<file path="src/design/fcfa_pkg.sv">
// fcfa_pkg: shared widths, codes, marks and control structs of the chain analyser
`timescale 1ns / 1ps
package fcfa_pkg;

    localparam int ENTRY_W = 28;
    localparam int CMD_W   = 2;
    localparam int COUNT_W = 13;
    localparam int TALLY_W = 16;

    localparam logic [CMD_W-1:0] CMD_WRITE  = 2'd0;
    localparam logic [CMD_W-1:0] CMD_WALK   = 2'd1;
    localparam logic [CMD_W-1:0] CMD_CENSUS = 2'd2;

    localparam logic KIND_WALK   = 1'b0;
    localparam logic KIND_CENSUS = 1'b1;

    localparam logic [ENTRY_W-1:0] MARK_FREE        = 28'h0000000;
    localparam logic [ENTRY_W-1:0] MARK_BAD         = 28'hFFFFFF7;
    localparam logic [ENTRY_W-1:0] MARK_END_MIN     = 28'hFFFFFF8;
    localparam logic [ENTRY_W-1:0] DATA_CLUSTER_MIN = 28'd2;
    localparam logic [TALLY_W-1:0] TALLY_MAX        = 16'hFFFF;

    // commands from the controller to the datapath
    typedef struct packed {
        logic wr_entry;
        logic walk_start;
        logic walk_step;
        logic cen_start;
        logic cen_step;
        logic emit;
        logic emit_kind;
    } t_dp_cmd;

    // status from the datapath to the controller
    typedef struct packed {
        logic start_low;
        logic cen_empty;
        logic walk_last;
        logic cen_last;
    } t_dp_status;

endpackage

</file>
<file path="src/design/fcfa_ctrl.sv">
// fcfa_ctrl: sequencing state machine and handshake control of the analyser
`timescale 1ns / 1ps
module fcfa_ctrl (
    input  logic                       i_clk,
    input  logic                       i_rst_n,
    input  logic                       i_in_valid,
    input  logic [fcfa_pkg::CMD_W-1:0] i_in_cmd,
    output logic                       o_in_ready,
    output logic                       o_out_valid,
    input  logic                       i_out_ready,
    input  fcfa_pkg::t_dp_status       i_status,
    output fcfa_pkg::t_dp_cmd          o_cmd
);
    typedef enum logic [3:0] {
        S_IDLE   = 4'b0001,
        S_WALK   = 4'b0010,
        S_CEN    = 4'b0100,
        S_FINISH = 4'b1000
    } t_state;

    t_state r_state, n_state;
    logic   r_kind, n_kind;
    logic   r_out_valid, n_out_valid;
    logic   accept;

    assign o_in_ready  = (r_state == S_IDLE);
    assign accept      = i_in_valid && o_in_ready;
    assign o_out_valid = r_out_valid;

    always_comb begin
        n_state     = r_state;
        n_kind      = r_kind;
        n_out_valid = r_out_valid && !i_out_ready;
        o_cmd       = '0;
        case (r_state)
            S_IDLE: begin
                if (accept) begin
                    case (i_in_cmd)
                        fcfa_pkg::CMD_WRITE: begin
                            o_cmd.wr_entry = 1'b1;
                        end
                        fcfa_pkg::CMD_WALK: begin
                            o_cmd.walk_start = 1'b1;
                            n_kind  = fcfa_pkg::KIND_WALK;
                            n_state = i_status.start_low ? S_FINISH : S_WALK;
                        end
                        fcfa_pkg::CMD_CENSUS: begin
                            o_cmd.cen_start = 1'b1;
                            n_kind  = fcfa_pkg::KIND_CENSUS;
                            n_state = i_status.cen_empty ? S_FINISH : S_CEN;
                        end
                        default: begin
                            // unknown command is dropped
                        end
                    endcase
                end
            end
            S_WALK: begin
                o_cmd.walk_step = 1'b1;
                if (i_status.walk_last) begin
                    n_state = S_FINISH;
                end
            end
            S_CEN: begin
                o_cmd.cen_step = 1'b1;
                if (i_status.cen_last) begin
                    n_state = S_FINISH;
                end
            end
            S_FINISH: begin
                // wait for the output register to free up
                if (!r_out_valid || i_out_ready) begin
                    o_cmd.emit      = 1'b1;
                    o_cmd.emit_kind = r_kind;
                    n_out_valid     = 1'b1;
                    n_state         = S_IDLE;
                end
            end
            default: begin
                n_state = S_IDLE;
            end
        endcase
    end

    always_ff @(posedge i_clk) begin
        if (!i_rst_n) begin
            r_state     <= S_IDLE;
            r_kind      <= fcfa_pkg::KIND_WALK;
            r_out_valid <= 1'b0;
        end else begin
            r_state     <= n_state;
            r_kind      <= n_kind;
            r_out_valid <= n_out_valid;
        end
    end
endmodule

</file>
<file path="config.mk">
export PLATFORM = sky130hd
export DESIGN_NAME = fcfa_ctrl
export DESIGN_NICKNAME = d
export VERILOG_FILES = /design/src/design/fcfa_pkg.sv /design/src/design/fcfa_ctrl.sv
export SDC_FILE = /design/constraint.sdc
export NUM_CORES = 1
export LEC_CHECK = 0
export BUFFER_PORTS_ARGS = -buffer_cell sky130_fd_sc_hd__buf_2
export CORE_AREA = 2 2 39 41
export CTS_CLUSTER_DIAMETER = 100
export DETAILED_ROUTE_END_ITERATION = 12
export DIE_AREA = 0 0 41 43
export GPL_TIMING_DRIVEN = 0
export PLACE_DENSITY = 0.68
export SYNTH_ARGS = -nofsm -noshare
export SYNTH_HDL_FRONTEND = slang
export SYNTH_SLANG_ARGS = --single-unit
</file>
<file path="constraint.sdc">
create_clock -name i_clk -period 1.8 [get_ports i_clk]
set_input_delay 0.09 -clock i_clk [delete_from_list [all_inputs] [get_ports i_clk]]
set_output_delay 0.09 -clock i_clk [all_outputs]
set_load 0.03 [all_outputs]
</file>
==> reports/results.tsv, run 1 <==
stage	metric	value	unit
die	start_util	0.363	
synthesis	synthSimpleGateAreaFrac	0.373	
sta	min_period_over_period	0.927	
final_layout	fin_nets	92	
worst_setup_path	worst-path-buf-inv	1	
worst_setup_path	critical_path.slowest_cell	dfxtp_1	
sta	finalSetupTns	0	ns
sta	fmaxAchievable	600	MHz
final_layout	drive_above_1_share	0.416	
place	dp_cells	88	
worst_setup_path	cpLargestDelayFamily	simple AND/OR/NAND/NOR gates	
synthesis	yosysUniqueCellTypes	27	
cts	cts.sinks	6	
synthesis	synth_area_leader_cell	dfxtp_1	
global_route	grt_pass1_wl	1640	um
sta	slew_violations	0	
sta	hold_viol_final	0	
detailed_routing	num_vias	473	
cts	cts-hold-fix-buffers	0	
synthesis	synthFlopType	dfxtp_1	
synthesis	ys_seq_area_frac	0.239	
place	finalWeightedCongestion	0.683	
sta	maxSlewHeadroom	0.724	
power_and_ir_drop	power_density	1180	nW/um^2
power_and_ir_drop	ir_worst_vdd	0.565	mV
detailed_routing	wl_per_cell	11.1	um
die	die_h	43	um
sta	skew	0.00439	ns
final_layout	synthToLayoutAreaGrowth	30.1	%
global_route	grt_max_degree	11	
synthesis	muxShareOfSynthArea	0.0796	
synthesis	avgSynthCellArea	9.15	um^2
die	coreArea	1380	um^2
worst_setup_path	crit_chain	nor4b_4 -> nor2b_1 -> and2_1 -> buf_2	
synthesis	synthCells	55	
synthesis	yosysMostFrequentCell	dfxtp_1	
synthesis	synth_edf_count	0	
global_route	grt_use_total	0.138	
die	placementRows	14	
synthesis	syn_nets	68	
sta	fin_crit	1.67	ns
detailed_routing	drt_pre_antenna_iters	2	
sta	setup_viol	0	
sta	worst_pin_slew	0.413	ns
final_layout	instances_no_fill	93	
worst_setup_path	worstSetupStartpointType	flop	
worst_setup_path	arrival	1.58	ns
die	io_pins	19	
synthesis	synthAdderAreaFrac	0.0746	
sta	rsz0062_at_grt	no	
synthesis	synth.cell_area	503	um^2
worst_hold_path	worstHoldPathType	input port to flop	
global_route	grt_overflow	0	
detailed_routing	drc_errors	0	
cts	clk_latency	0.24	ns
synthesis	synthXorXnorAreaFrac	0.0174	
job	max_cap_violations	0	
final_layout	fillers	144	
final_layout	n_antenna_cell	0	
global_route	antenna_found_initial	0	
cts	htree_levels	1	
worst_setup_path	r2r_slack	0.37	ns
worst_setup_path	required	1.71	ns
synthesis	async_flop_share	0	
synthesis	synth_top_family_by_area	simple AND/OR/NAND/NOR gates	
synthesis	ys_top_cells_by_area	dfxtp_1, mux2i_1, ha_1	
detailed_routing	wl	1030	um
synthesis	yosysWarnings	0	
worst_setup_path	cpPeakStageDelay	0.48	ns
synthesis	netlist.area_leader.share	0.239	
sta	worst_slack	0.132	ns
synthesis	synth_compound_area_frac	0.124	
global_route	grt_pass1_vias	398	
cts	cts_tree	done	
detailed_routing	initialDrtViolationCount	3	
cts	cts-root-buf	clkbuf_4	
detailed_routing	ant_nets	0	
place	portBuffers	17	
die	dieArea	1760	um^2
synthesis	ys_ff_latch	6	
worst_setup_path	critPathMaxFanout	6	
detailed_routing	via_per_inst	5.09	
power_and_ir_drop	p_leak	0.306	nW
synthesis	ys_top_cells_by_count	dfxtp_1, mux2i_1	
die	die_x	41	um
outcome	run_status	complete, no violations	
place	dp_worst_setup_slack	0.310	ns
cts	path_clk_slew	0.05	ns
cts	clk_path_buf_depth	2	
place	dp_hpwl	814	um
worst_setup_path	end_kind	primary output	
cts	cts_made_buffers	3	
worst_setup_path	crit_type	flop to primary output	
==> worst reg2reg max path: stages, from the launching register on <==
cell     delay (ns)
dfxtp_1        0.30
buf_2          0.21
nor4b_4        0.22
buf_4          0.18
buf_4          0.11
nand3_1        0.08
mux2i_1        0.16
nor2b_1        0.06
==> area by class of cell <==
class	count	area (um^2)	area share
plain buffers	4	35.0	0.0535
clock buffers	3	22.5	0.0344
inverters	3	11.3	0.0172
multi-input cells	42	345	0.528
flip-flops and latches	6	120	0.184
well taps	16	20.0	0.0306
repair buffers	19	100	0.153
==> sequential cells by signal, summed over array words and instances, names as in the netlist <==
name	flops
r_state	4
o_out_valid	1
r_kind	1
==> where the power goes <==
group / switching [mW] / leakage [nW] / internal [mW] / total (mW)
Sequential: 0.0209 / 0.0489 / 0.159 / 0.180
Clock: 0.0483 / 0.0138 / 0.0754 / 0.124
Combinational: 0.252 / 0.244 / 0.218 / 0.470
==> kinds of logic (layout without fill, tap and decap cells) <==
logic type / count (synthesis) / after routing
AO/OA/AOI/OAI: 8 / 8
XOR/XNOR: 1 / 1
adder cells (fa/ha/maj): 3 / 3
buffers and inverters: 7 / 29
flip-flops: 6 / 6
multiplexers: 4 / 4
AND/OR/NAND/NOR: 26 / 26
==> placed cells by master, fill, tap and decap left out, types with 2 or more instances in the layout <==
cell type	synthesis	layout
mux2i_1	4	4
nor4b_4	1	2
nor4b_1	3	3
nand2_1	3	3
dfxtp_1	6	6
nor2_1	3	3
clkbuf_4	0	3
buf_4	0	2
nor2b_1	3	3
nand3_1	3	3
and3_2	3	3
o21ai_0	2	2
ha_1	3	3
o21a_1	2	2
nor3b_1	3	3
inv_1	3	3
buf_2	1	18
==> routing by layer <==
| layer | vias up | track usage | wire length, um |
|---|---|---|---|
| met4 | 0 | 0.0200 | 0 |
| met3 | 0 | 0.0785 | 80 |
| met5 | - | 0 | 0 |
| met2 | 19 | 0.194 | 471 |
| li1 | 242 | - | - |
| met1 | 212 | 0.184 | 481 |
==> worst paths after layout <==
path	endpoint	startpoint	cells after the start
setup / recovery	o_cmd[0]	r_state[3]$_SDFFE_PN0P_	4
hold / removal	r_state[1]$_SDFFE_PN0P_	i_status[3]	4
hold reg to reg	r_kind$_SDFFE_PN0P_	r_kind$_SDFFE_PN0P_	2
setup reg to reg	r_kind$_SDFFE_PN0P_	r_state[0]$_SDFFE_PN1P_	7
==> timing repair <==
action | CTS | global route
gates resized for setup | 0 | 1
setup endpoints to repair | 0 | 4
buffers inserted | 0 | 2
==> per-stage QoR <==
step / util / power [mW] / hold WS [ns] / area (um^2)
5_1_grt: 0.473 / 0.835 / 0.154 / 654
3_3_place_gp: 0.439 / 0.587 / 0.405 / 608
4_1_cts: 0.456 / 0.725 / 0.143 / 631
6_report: 0.473 / 0.774 / 0.150 / 654
3_5_place_dp: 0.439 / 0.598 / 0.408 / 608
2_1_floorplan: - / 0.514 / 0.280 / 503
Note: power is estimated with default switching activity, not from simulation.
==> run 2: changes to the inputs <==
--- a/config.mk
+++ b/config.mk
@@ -5,7 +5,7 @@
 export SDC_FILE = /design/constraint.sdc
 export NUM_CORES = 1
 export LEC_CHECK = 0
-export BUFFER_PORTS_ARGS = -buffer_cell sky130_fd_sc_hd__buf_2
+export BUFFER_PORTS_ARGS = -buffer_cell sky130_fd_sc_hd__clkbuf_2
 export CORE_AREA = 2 2 39 41
 export CTS_CLUSTER_DIAMETER = 100
 export DETAILED_ROUTE_END_ITERATION = 12
==> constraint.sdc (replaced) <==
create_clock -name i_clk -period 1.7 [get_ports i_clk]
set_input_delay 0.085 -clock i_clk [delete_from_list [all_inputs] [get_ports i_clk]]
set_output_delay 0.085 -clock i_clk [all_outputs]
set_load 0.03 [all_outputs]
==> run 2 against run 1 <==
  * Core utilization rose by 1.4 points
  * Non-clock buffer count did not move
  * Combinational power rose by 3%
  * Total power rose by 4.8%
  * Clock-buffer cell count did not move
  * Sequential share of layout area fell by 0.33 points
  * Critical path depth did not move
  * Via count rose by 0.63%
  * Clock power rose by 6%
  * Cell area rose by 2.9%
  * Sequential power rose by 8%
  * Clock skew barely moved
  * Largest power group unchanged
  * Highest routed layer unchanged
==> reports/results.tsv, run 2 (synthesis gave the netlist of run 1 again) <==
stage	metric	value	unit	change
cts	cts.sinks	6		unchanged
die	die_h	43	um	unchanged
final_layout	largest_reg_flops	4		unchanged
detailed_routing	wl	1030	um	-0.58%
global_route	grt_use_total	0.130		-0.00730
power_and_ir_drop	p_leak	0.306	nW	-0.26%
detailed_routing	ant_nets	0		unchanged
sta	hold_viol_final	0		unchanged
place	dp_worst_setup_slack	0.193	ns	-0.117 ns
global_route	grt_overflow	0		unchanged
power_and_ir_drop	power_frac_clock	0.163		+0.003
detailed_routing	num_vias	476		+0.63%
global_route	grt_pass1_wl	1600	um	-2.6%
power_and_ir_drop	comb_power_share	0.598		-0.009
job	max_cap_violations	0		unchanged
power_and_ir_drop	ir_worst_vdd	0.448	mV	-21%
final_layout	design_area	673	um^2	+2.9%
die	io_pins	19		unchanged
outcome	run_status	complete, no violations		
die	start_util	0.363		unchanged
worst_hold_path	hold_depth	3		-1
cts	htree_levels	1		unchanged
worst_setup_path	end_kind	primary output		
worst_setup_path	rr_endpoint	r_kind$_SDFFE_PN0P_		
detailed_routing	initialDrtViolationCount	1		-2
power_and_ir_drop	power_density	1210	nW/um^2	+1.9%
sta	slew_violations	0		unchanged
cts	path_clk_slew	0.05	ns	about the same
worst_setup_path	timing.rr.start	r_state[1]$_SDFFE_PN0P_		
cts	cts_made_buffers	3		unchanged
worst_setup_path	r2r_slack	0.22	ns	-0.15 ns
detailed_routing	via_per_inst	5.12		+0.63%
final_layout	max_flop_register	r_state		
sta	rsz0062_at_grt	yes		
final_layout	instances_no_fill	93		unchanged
sta	setup_viol	0		unchanged
place	finalWeightedCongestion	0.667		-2.3%
power_and_ir_drop	power	0.811	mW	+4.8%
worst_setup_path	ff2ff_path_depth	6		-1
global_route	grt_pass1_vias	415		+4.3%
cts	clk_latency	0.24	ns	about the same
worst_setup_path	critPathMaxFanout	10		+4
sta	skew	0.00487	ns	+0.000482 ns
global_route	antenna_found_initial	0		unchanged
die	placementRows	14		unchanged
sta	min_period_over_period	0.957		
detailed_routing	drt_pre_antenna_iters	2		unchanged
place	portBuffers	17		unchanged
power_and_ir_drop	pwr-share-seq	0.239		+0.006
final_layout	final_cell_mix	clkbuf_2, clkbuf_4, dfxtp_1		
worst_setup_path	crit_type	flop to primary output		
sta	worst_pin_slew	0.393	ns	-0.0193 ns
detailed_routing	wl_per_cell	11.1	um	-0.58%
cts	clk_path_buf_depth	2		unchanged
sta	fin_crit	1.63	ns	
die	dieArea	1760	um^2	unchanged
worst_hold_path	min_from	i_status[2]		
die	coreArea	1380	um^2	unchanged
sta	fmaxAchievable	615	MHz	
worst_setup_path	required	1.62	ns	-0.09 ns
final_layout	fin_nets	92		unchanged
cts	cts-root-buf	clkbuf_4		
power_and_ir_drop	switchingPower	0.338	mW	+5.2%
worst_setup_path	worstSetupStartpointType	flop		
place	dp_cells	88		unchanged
sta	finalSetupTns	0	ns	unchanged
detailed_routing	drc_errors	0		unchanged
final_layout	final_common_cell	clkbuf_2		
die	die_x	41	um	unchanged
final_layout	drive_above_1_share	0.442		+0.0260
power_and_ir_drop	internal_power	0.474	mW	+4.5%
place	dp_hpwl	788	um	-3.3%
worst_hold_path	worstHoldPathType	input port to flop		
worst_setup_path	arrival	1.54	ns	-0.04 ns
power_and_ir_drop	sw_frac_of_total	0.416		+0.00144
global_route	grt_max_degree	11		unchanged
final_layout	synthToLayoutAreaGrowth	33.8	%	
sta	maxSlewHeadroom	0.737		+0.0129
final_layout	n_antenna_cell	0		unchanged
sta	worst_slack	0.0731	ns	-0.0589 ns
place	place_area	611	um^2	+0.41%
worst_hold_path	worst_hold_path.endpoint	r_state[2]$_SDFFE_PN0P_		
cts	cts_tree	done		
run 2: changes by cell type in the layout (fill, tap and decap cells not counted), sizes merged:
cell | previous run | this run
buf | 22 | 5
clkbuf | 4 | 21
run 2: layout make-up:
cell class | instances | area (um^2)
buffer | 4 | 37.5
clock buffer | 3 | 22.5
fill | 139 | 711
inverter | 3 | 11.3
multi-input combinational | 42 | 353
sequential | 6 | 121
tap | 16 | 20.0
timing repair buffer | 19 | 108
run 2: what timing repair did:
action,CTS,global route
setup buffers,0,2
endpoints found under the hold margin,0,0
pin swaps,1,2
setup endpoints to repair,1,4
hold buffers,0,0
resized for setup,2,8
run 2: how the worst max path moves through the flow:
stage | start | to | slack, ns
final | r_state[1]$_SDFFE_PN0P_ | o_cmd[5] | 0.07
after global routing | r_state[1]$_SDFFE_PN0P_ | o_cmd[5] | -0.02
after CTS | r_state[2]$_SDFFE_PN0P_ | o_cmd[6] | 0.009
after detailed placement | r_state[0]$_SDFFE_PN1P_ | r_state[2]$_SDFFE_PN0P_ | 0.19
after global placement | r_state[1]$_SDFFE_PN0P_ | r_state[2]$_SDFFE_PN0P_ | 0.23
after floorplan | r_state[1]$_SDFFE_PN0P_ | o_cmd[0] | 0.07
run 2: metal layers:
layer / GRT usage / wire length (um) / vias up
met5: 0 / 0 / -
met4: 0.0200 / 0 / 0
met3: 0.0628 / 82 / 0
met2: 0.206 / 474 / 20
met1: 0.157 / 470 / 214
li1: - / - / 242
run 2: power by group through the flow:
| stage | Clock [mW] | Sequential [mW] | Combinational (mW) |
|---|---|---|---|
| after floorplan | 0 | 0.191 | 0.354 |
| after global placement | 0 | 0.192 | 0.431 |
| after detailed placement | 0 | 0.193 | 0.439 |
| after CTS | 0.137 | 0.192 | 0.455 |
| after global routing | 0.145 | 0.198 | 0.522 |
| final | 0.132 | 0.194 | 0.485 |
run 2: through the flow:
step	utilization	hold WS, ns
floorplan	-	0.275
global placement	0.441	0.409
detailed placement	0.441	0.409
CTS	0.466	0.150
global route	0.486	0.157
finish	0.486	0.154
run 2: worst max-delay path, cell delays in order, from the launching register on:
cell      delay, ns
dfxtp_1        0.32
buf_6          0.15
nor4b_4        0.42
and3_2         0.23
clkbuf_4       0.18
==> run 3: changes to the inputs <==
--- a/config.mk
+++ b/config.mk
@@ -5,6 +5,7 @@
 export SDC_FILE = /design/constraint.sdc
 export NUM_CORES = 1
 export LEC_CHECK = 0
+export ABC_CLOCK_PERIOD_IN_PS = 1700
 export BUFFER_PORTS_ARGS = -buffer_cell sky130_fd_sc_hd__clkbuf_2
 export CORE_AREA = 2 2 39 41
 export CTS_CLUSTER_DIAMETER = 100
==> constraint.sdc (replaced) <==
create_clock -name i_clk -period 1.7 [get_ports i_clk]
set_input_delay 0.085 -clock i_clk [delete_from_list [all_inputs] [get_ports i_clk]]
set_output_delay 0.085 -clock i_clk [all_outputs]
set_load 0.01 [all_outputs]
==> run 3 against run 2 <==
  * Sequential share of layout area is 0.70 points higher
  * Non-clock buffer count is 1 lower
  * Clock skew is 0.0042 ns higher
==> reports/results.tsv, run 3 (synthesis gave the netlist of run 1 again) <==
stage	metric	value	unit	change
outcome	run_status	complete, no violations		
detailed_routing	via_per_inst	5.09		-0.61%
power_and_ir_drop	power_density	1150	nW/um^2	-4.5%
die	start_util	0.363		unchanged
worst_hold_path	worstHoldPathType	input port to flop		
cts	cts_tree	done		
final_layout	fin_nets	91		-1.1%
worst_setup_path	worstSetupStartpointType	flop		
worst_setup_path	critPathMaxFanout	10		unchanged
global_route	antenna_found_initial	0		unchanged
die	placementRows	14		unchanged
sta	worst_pin_slew	0.414	ns	+0.0202 ns
cts	path_clk_slew	0.04	ns	about the same
final_layout	largest_reg_flops	4		unchanged
die	io_pins	19		unchanged
die	dieArea	1760	um^2	unchanged
place	portBuffers	17		unchanged
detailed_routing	drc_errors	0		unchanged
global_route	grt.busiest_layer	met2		
final_layout	n_antenna_cell	0		unchanged
worst_hold_path	hold_depth	4		+1
detailed_routing	drt_pre_antenna_iters	4		+2
global_route	grt_use_total	0.141		+0.0102
worst_setup_path	timing.rr.start	r_state[0]$_SDFFE_PN1P_		
detailed_routing	wl_per_cell	11.2	um	+1.7%
detailed_routing	num_vias	468		-1.7%
final_layout	synthToLayoutAreaGrowth	28.9	%	
worst_setup_path	required	1.62	ns	about the same
worst_hold_path	min_from	i_status[3]		
sta	setup_viol	0		unchanged
global_route	met1_usage	0.180		+0.0230
global_route	grt_pass1_wl	1640	um	+2.2%
place	dp_hpwl	787	um	-0.15%
sta	maxSlewHeadroom	0.724		-0.0135
sta	fin_crit	1.61	ns	-0.0205 ns
worst_setup_path	crit_type	flop to primary output		
cts	cts-hold-fix-buffers	0		unchanged
sta	slew_violations	0		unchanged
power_and_ir_drop	p_leak	0.298	nW	-2.6%
power_and_ir_drop	power	0.746	mW	-8.1%
job	max_cap_violations	0		unchanged
global_route	met2_usage	0.188		-0.0187
global_route	grt_max_degree	11		unchanged
final_layout	drive_above_1_share	0.421		-0.0205
cts	cts-root-buf	clkbuf_4		
power_and_ir_drop	ir_worst_vdd	0.398	mV	-11%
sta	hold_viol_final	0		unchanged
detailed_routing	wl	1030	um	+0.58%
global_route	use_met3	0.0785		+0.0157
final_layout	final_common_cell	clkbuf_2		
worst_setup_path	arrival	1.52	ns	-0.02 ns
final_layout	utilization	0.468		-0.0181
final_layout	final_cell_mix	clkbuf_2, dfxtp_1, mux2i_1		
cts	clk_path_buf_depth	2		unchanged
die	die_x	41	um	unchanged
die	coreArea	1380	um^2	unchanged
place	finalWeightedCongestion	0.685		+2.7%
detailed_routing	initialDrtViolationCount	11		+10
sta	min_period_over_period	0.945		-0.0121
sta	fmaxAchievable	623	MHz	+1.3%
detailed_routing	ant_nets	0		unchanged
place	place_area	608	um^2	-0.41%
global_route	grt_overflow	0		unchanged
sta	skew	0.00902	ns	+0.00415 ns
cts	cts_made_buffers	3		unchanged
worst_setup_path	ff2ff_path_depth	5		-1
final_layout	max_flop_register	r_state		
final_layout	design_area	648	um^2	-3.7%
die	die_h	43	um	unchanged
global_route	grt_pass1_vias	392		-5.5%
worst_setup_path	startpoint	r_state[1]$_SDFFE_PN0P_		
cts	clk_latency	0.25	ns	about the same
cts	cts.sinks	6		unchanged
cts	htree_levels	1		unchanged
worst_setup_path	end_kind	primary output		
run 3: cell type report:
type,count,area (um^2)
Clock buffer,3,22.5
Timing Repair Buffer,18,92.6
Inverter,3,11.3
Buffer,4,35.0
Fill cell,138,736
Multi-Input combinational cell,42,345
Tap cell,16,20.0
Sequential cell,6,121
run 3: worst paths after layout:
kind | to | slack (ns)
worst max-delay path | o_cmd[0] | 0.09
worst max register to register | r_state[2]$_SDFFE_PN0P_ | 0.21
worst min register to register | r_kind$_SDFFE_PN0P_ | 0.52
worst min-delay path | r_state[1]$_SDFFE_PN0P_ | 0.15
run 3: what timing repair did:
action,4_1_cts,5_1_grt
endpoints found under the setup margin,0,4
setup buffers,0,1
gates resized for setup,0,2
run 3: metrics by stage:
stage                      TNS [ns]  cells  hold slack (ns)  setup slack, ns
after floorplan                   0     55            0.275            0.296
after global placement            0     88            0.407            0.233
after detailed placement          0     88            0.402            0.188
after CTS                         0     91            0.147          0.00212
after global routing      -0.000608     92            0.161        -0.000608
final                             0     92            0.151           0.0936
run 3: power breakdown:
group          total [mW]  switching, mW  internal, mW
Combinational       0.421          0.212         0.209
Clock               0.132         0.0525        0.0799
Sequential          0.192         0.0221         0.170
Total               0.746          0.287         0.459
run 3: per-layer routing:
layer	up-vias	routed length, um
li1	243	-
met1	206	490
met2	19	466
met3	0	77
met4	0	0
met5	-	0
run 3: worst max-delay path: stages (launching register included):
cell	delay (ns)
dfxtp_1	0.31
buf_6	0.14
nor4b_4	0.34
nor2b_1	0.22
and2_1	0.14
clkbuf_2	0.12
